===== config.mk =====
export PLATFORM = sky130hd
export DESIGN_NAME = ape_ctrl
export DESIGN_NICKNAME = d
export VERILOG_FILES = /design/src/rtl/ape_pkg.sv /design/src/rtl/ape_ctrl.sv
export SDC_FILE = /design/constraint.sdc
export NUM_CORES = 1
export LEC_CHECK = 0
export BUFFER_PORTS_ARGS = -buffer_cell sky130_fd_sc_hd__buf_2
export CORE_AREA = 2 2 39 41
export DETAILED_ROUTE_END_ITERATION = 8
export DIE_AREA = 0 0 41 43
export PLACE_DENSITY_LB_ADDON = 0.2
export SKIP_LAST_GASP = 1
export SYNTH_ARGS = -nofsm -noshare
export SYNTH_HDL_FRONTEND = slang
export SYNTH_SLANG_ARGS = --single-unit

===== constraint.sdc =====
create_clock -name i_clk -period 1.5 [get_ports i_clk]
set_input_delay 0 -clock i_clk [delete_from_list [all_inputs] [get_ports i_clk]]
set_output_delay 0 -clock i_clk [all_outputs]
set_load 0.05 [all_outputs]

===== src/rtl/ape_pkg.sv =====
// Shared types and constants for the averaged perceptron engine.
`timescale 1ns / 1ps

package ape_pkg;

    // Request kinds carried on the input tuser
    localparam logic [1:0] KIND_SCORE = 2'd0;
    localparam logic [1:0] KIND_LABEL = 2'd1;
    localparam logic [1:0] KIND_DELTA = 2'd2;
    localparam logic [1:0] KIND_RSVD  = 2'd3;

    // Configuration register indexes
    localparam logic [1:0] CFG_NUM_FEATURES = 2'd0;
    localparam logic [1:0] CFG_LEARN_RATE   = 2'd1;
    localparam logic [1:0] CFG_LOCK_BIAS    = 2'd2;
    localparam logic [1:0] CFG_MIN_INDEX    = 2'd3;

    localparam int CFG_DATA_W = 17;
    localparam int SCORE_W    = 48;
    localparam int SUM_W      = 48;
    localparam int COUNT_W    = 32;
    localparam int IN_DATA_W  = 40;
    localparam int OUT_DATA_W = 152;

    typedef enum logic [6:0] {
        ST_CLEAR = 7'b0000001,
        ST_IDLE  = 7'b0000010,
        ST_READ  = 7'b0000100,
        ST_CALC  = 7'b0001000,
        ST_ACC   = 7'b0010000,
        ST_AVG   = 7'b0100000,
        ST_OUT   = 7'b1000000
    } t_state;

    // Commands from controller to datapath
    typedef struct packed {
        logic clear;      // run the store clearing sweep
        logic load_item;  // latch an accepted input item
        logic read_item;  // read the weight of the latched item
        logic calc;       // form product, write updated weight
        logic acc;        // fold product into score
        logic avg_start;  // restart the averaging sweep
        logic avg_run;    // advance the averaging sweep
        logic load_out;   // load the result register
    } t_cmd;

    // Status from datapath to controller
    typedef struct packed {
        logic clear_done;
        logic avg_done;
        logic out_free;
        logic last;
        logic is_update;
    } t_status;

endpackage


===== src/rtl/ape_ctrl.sv =====
// Controller state machine for the averaged perceptron engine.
`timescale 1ns / 1ps

module ape_ctrl
    import ape_pkg::*;
(
    input  logic    i_clk,
    input  logic    i_rst_n,
    input  logic    i_in_valid,
    output logic    o_in_ready,
    input  t_status i_status,
    output t_cmd    o_cmd
);

    t_state r_state;
    t_state n_state;

    // Advance state
    always_ff @(posedge i_clk) begin
        if (!i_rst_n) begin
            r_state <= ST_CLEAR;
        end else begin
            r_state <= n_state;
        end
    end

    assign o_in_ready = (r_state == ST_IDLE);

    // Decode next state and commands
    always_comb begin
        n_state = r_state;
        o_cmd   = '0;
        unique case (r_state)
            ST_CLEAR: begin
                o_cmd.clear = 1'b1;
                if (i_status.clear_done) n_state = ST_IDLE;
            end
            ST_IDLE: begin
                if (i_in_valid) begin
                    o_cmd.load_item = 1'b1;
                    n_state = ST_READ;
                end
            end
            ST_READ: begin
                o_cmd.read_item = 1'b1;
                n_state = ST_CALC;
            end
            ST_CALC: begin
                o_cmd.calc = 1'b1;
                n_state = ST_ACC;
            end
            ST_ACC: begin
                o_cmd.acc = 1'b1;
                if (!i_status.last) begin
                    n_state = ST_IDLE;
                end else if (i_status.is_update) begin
                    o_cmd.avg_start = 1'b1;
                    n_state = ST_AVG;
                end else begin
                    n_state = ST_OUT;
                end
            end
            ST_AVG: begin
                o_cmd.avg_run = 1'b1;
                if (i_status.avg_done) n_state = ST_OUT;
            end
            ST_OUT: begin
                if (i_status.out_free) begin
                    o_cmd.load_out = 1'b1;
                    n_state = ST_IDLE;
                end
            end
            default: n_state = ST_CLEAR;
        endcase
    end

endmodule


# Word-level counts from Yosys, hierarchy flattened
# Index checks and enable logic that the tools add are counted.
# W data, S select, Z words.
[totals] register_bits=7 inputBits=8 elab_cells=31 out_inout_bits=9
[op_classes] mux=18 eq_ne=11 n_reduce_logical=1
[ops] operator="$pmux W7 S7" n=1
[ops] operator="$mux W7" n=6
[ops] operator="$mux W1" n=10
[ops] operator="$ne A2 B2 Y1 const B" n=4
[ops] operator="$eq A7 B1 Y1 const B" n=1
[ops] operator="$eq A7 B2 Y1 const B" n=1
[ops] operator="$eq A7 B3 Y1 const B" n=1
[ops] operator="$eq A7 B4 Y1 const B" n=1
[ops] operator="$eq A7 B5 Y1 const B" n=1
[ops] operator="$eq A7 B6 Y1 const B" n=1
[ops] operator="$eq A7 B7 Y1 const B" n=1
[ops] operator="$reduce_and A4 Y1" n=1
[ops] operator="$mux W2" n=1

# Longest topological paths before layout
[logic_depth] depth_word=3 mapped_depth=5 depth_no_buf=4

# Least setup slack after synthesis
# No wires, ideal clock.
[synth_timing] path_kind="reg-to-reg" start="register r_state[4]" end="register r_state[4]" stages_incl_launch_ff=5 path_buffers=1 arrival_ps=2562 required_ps=1432 period_less_slack_ps=2630 setup_time_ps=68 path_slack_ps=-1130 cell_sequence="dfxtp_1 clkbuf_2 or2_1 nor4_1 and3_1"
[synth_via] elab_chain_len=3 elab_cells_between_ends=13 cone_classes="eq/ne: 11; mux: 1; reduce/logical: 1"
[synth_lines] item="start: declaration" line_no="ape_ctrl.sv:15" rtl="t_state r_state;"
[synth_lines] item="start signal: assignment" line_no="ape_ctrl.sv:23" rtl="r_state <= n_state;"
[synth_lines] item="$eq A7 B1 Y1 (tied with other cells)" line_no="ape_ctrl.sv:33" rtl="unique case (r_state)"
[synth_lines] item="$ne A2 B2 Y1 (no line)"
[synth_lines] item="$reduce_and A4 Y1 (no line)"
# Several ways; a longest one is shown, not always the timed one.
# A chain may end at the register's enable or synchronous reset.

==> metrics.txt <==
status finished with violations; failing checks setup timing; max_cap viols 0; via count 565; CORE AREA 0.001384 mm^2; reg-to-reg startpoint r_state[2]; largest net degree at the start of global routing 11; hold_sp i_rst_n; Remaining DRCs 0; Worst Max-Slew Pin Slew 0.2896 ns; count of pins over their slew limit 0; drt wl/cell 14.24 um; Reg clk slew, reported paths 0.05 ns; Max Freq 611.4 MHz; post-layout min period 1.635 ns; Mapped Cells 54; Via density 5.433; Setup WS pre-CTS -0.08588 ns; crit path launch r_state[2]; row cnt 14; syn nets 62; CTS sink cnt 7; clock latency on the worst-skew pair 0.25 ns; crit start category flop; Critical Path RT 1.50 ns; final global-route overflow total 0; clock root cell clkbuf_4; crit end category output pin; ANT nets after route 0; starting density of the core 35.35%; largest registers r_state x7; DP HPWL 1156 um; largest fanout on the critical path 4; layout cells sized above 1 63.64%; setup TNS -1.031 ns; worst vdd ir 0.001045 V; area delta synth->final 89.51%; pwr dens 1167 mW/mm^2; fillers 116; chip width 41 um; global-route wire length before repair 2490 um; PortBufs 16; Final Hold Viols 0; Cell Area, Synth 489.2 um^2; Pleak 0.0003959 uW; Worst Skew 0.0005851 ns; die height 43 um; H-tree lvl count 1; All-Layer GR Usage 21.43%; Final nets 97; initial DRC count 8; die area 0.001763 mm^2; sequential area share after synthesis 28.64%; Hold WC Path Type input port to flop; Tcrit/Tclk final 109.0%; vias in the first global route 571; #FFs+latches synth 7; PnR worst setup slack -0.1355 ns; WL final 1481 um; sequential cell area 145.1 um^2; unique cell type count in the Yosys netlist 32; slew margin rel. 80.55%; GP Congestion 0.7605; Top reg by flops r_state; CTS tree yes; yosys warns 0; footprint of the multi-input gates 430.4 um^2; worst setup path category flop to output pin; most common cell after layout, fill and taps aside buf_6; I/O pins 17; cts-stage hold buffer count 0; ant diodes 0; drt first pass iters 2; Largest register FFs 7; CP arrival 1.64 ns; Avg Cell Area, Syn 9.060 um^2; most frequent cells in the layout buf_6 (12), buf_4 (11), buf_2 (7); Finish-stage setup viols 12; clk buf depth 2; total CTS buffers 3; initial antenna violation count 0; RSZ-0062 raised after global routing true
[worst paths after layout]
check | end | slack, ns | cells after the start
min | r_state[6] | 0.03 | 2
min reg2reg | r_state[0] | 0.70 | 2
max | o_cmd[0] | -0.14 | 4
max reg2reg | r_state[2] | -0.10 | 4
[what timing repair did]
item	CTS	global route
hold endpoints to repair	0	0
buffers inserted	3	3
endpoints found under the setup margin	15	15
pin swaps	11	7
gates resized for setup	28	4
[where the power goes]
| group | switching, uW | leakage [uW] | internal [uW] |
|---|---|---|---|
| clock network | 67.1 | 0.0000150 | 101 |
| logic | 336 | 0.000323 | 294 |
| registers | 62.9 | 0.0000582 | 221 |
| total | 466 | 0.000396 | 617 |
[cell usage after synthesis]
cell type	n	area (um^2)
dfxtp_1	7	140.1
nor2_1	4	15.01
nor2b_1	3	18.77
nor3b_1	3	22.52
nor4_1	3	18.77
o21a_1	3	22.52
and3_1	2	12.51
and4b_1	2	20.02
inv_1	2	7.510
nor3_1	2	10.01
nor4b_1	2	17.52
a21boi_0	1	7.510
a221oi_1	1	8.760
a32o_1	1	10.01
and2_1	1	6.260
and3_2	1	7.510
and4bb_2	1	12.51
and4bb_4	1	16.27
buf_2	1	5.000
clkbuf_1	1	3.750
clkbuf_2	1	5.000
nand2_1	1	3.750
nand2b_1	1	6.260
nor4_2	1	12.51
nor4_4	1	21.27
o211a_1	1	10.01
o21ai_0	1	5.000
o31ai_1	1	7.510
o41ai_1	1	8.760
or2_1	1	6.260
or4_4	1	11.26
xor2_1	1	8.760
[through the flow]
stage / util (%) / cells / cell area (um^2) / power (uW) / hold WS, ns
finish: 67.00 / 104 / 927.1 / 1082 / 0.03242
global route: 67.00 / 104 / 927.1 / 1153 / 0.03368
floorplan: - / 54 / 596.8 / 707.9 / 0.1175
global placement: 54.79 / 95 / 758.2 / 847.0 / 0.2877
CTS: 64.38 / 101 / 890.9 / 1088 / 0.02448
detailed placement: 54.79 / 95 / 758.2 / 850.0 / 0.2948
[kinds of logic (layout without fill, tap and decap cells)]
kind of cell           after synthesis  after routing  share of synthesized area, %
AO/OA/AOI/OAI                       10             10                         16.37
flip-flops                           7              7                         28.64
buffers and inverters                5             39                         4.346
XOR/XNOR                             1              1                         1.791
AND/OR/NAND/NOR                     31             31                         48.85
[worst max-delay path: stages (launching register included)]
cell and delay, ns:
dfxtp_2 0.32, or4_4 0.59, buf_6 0.15, nor4_4 0.14, buf_6 0.19
[layer usage]
| metal | up-vias | part of all wire (%) | global-route usage, % | wire, um |
|---|---|---|---|---|
| met1 | 273 | 40 | 25.24 | 589 |
| met2 | 12 | 57 | 35.63 | 837 |
| met3 | 2 | 2.8 | 1.571 | 41 |
| li1 | 278 | - | - | - |
| met5 | - | 0 | 0 | 0 |
| met4 | 0 | 0.88 | 12.00 | 13 |
[layout make-up]
type | count | area share [%]
clock buffers | 4 | 2.834
flip-flops and latches | 7 | 15.65
multi-input cells | 42 | 46.42
well taps | 16 | 2.159
inverters | 2 | 0.8097
repair buffers | 33 | 32.12
Note: power is estimated with default switching activity, not from simulation.
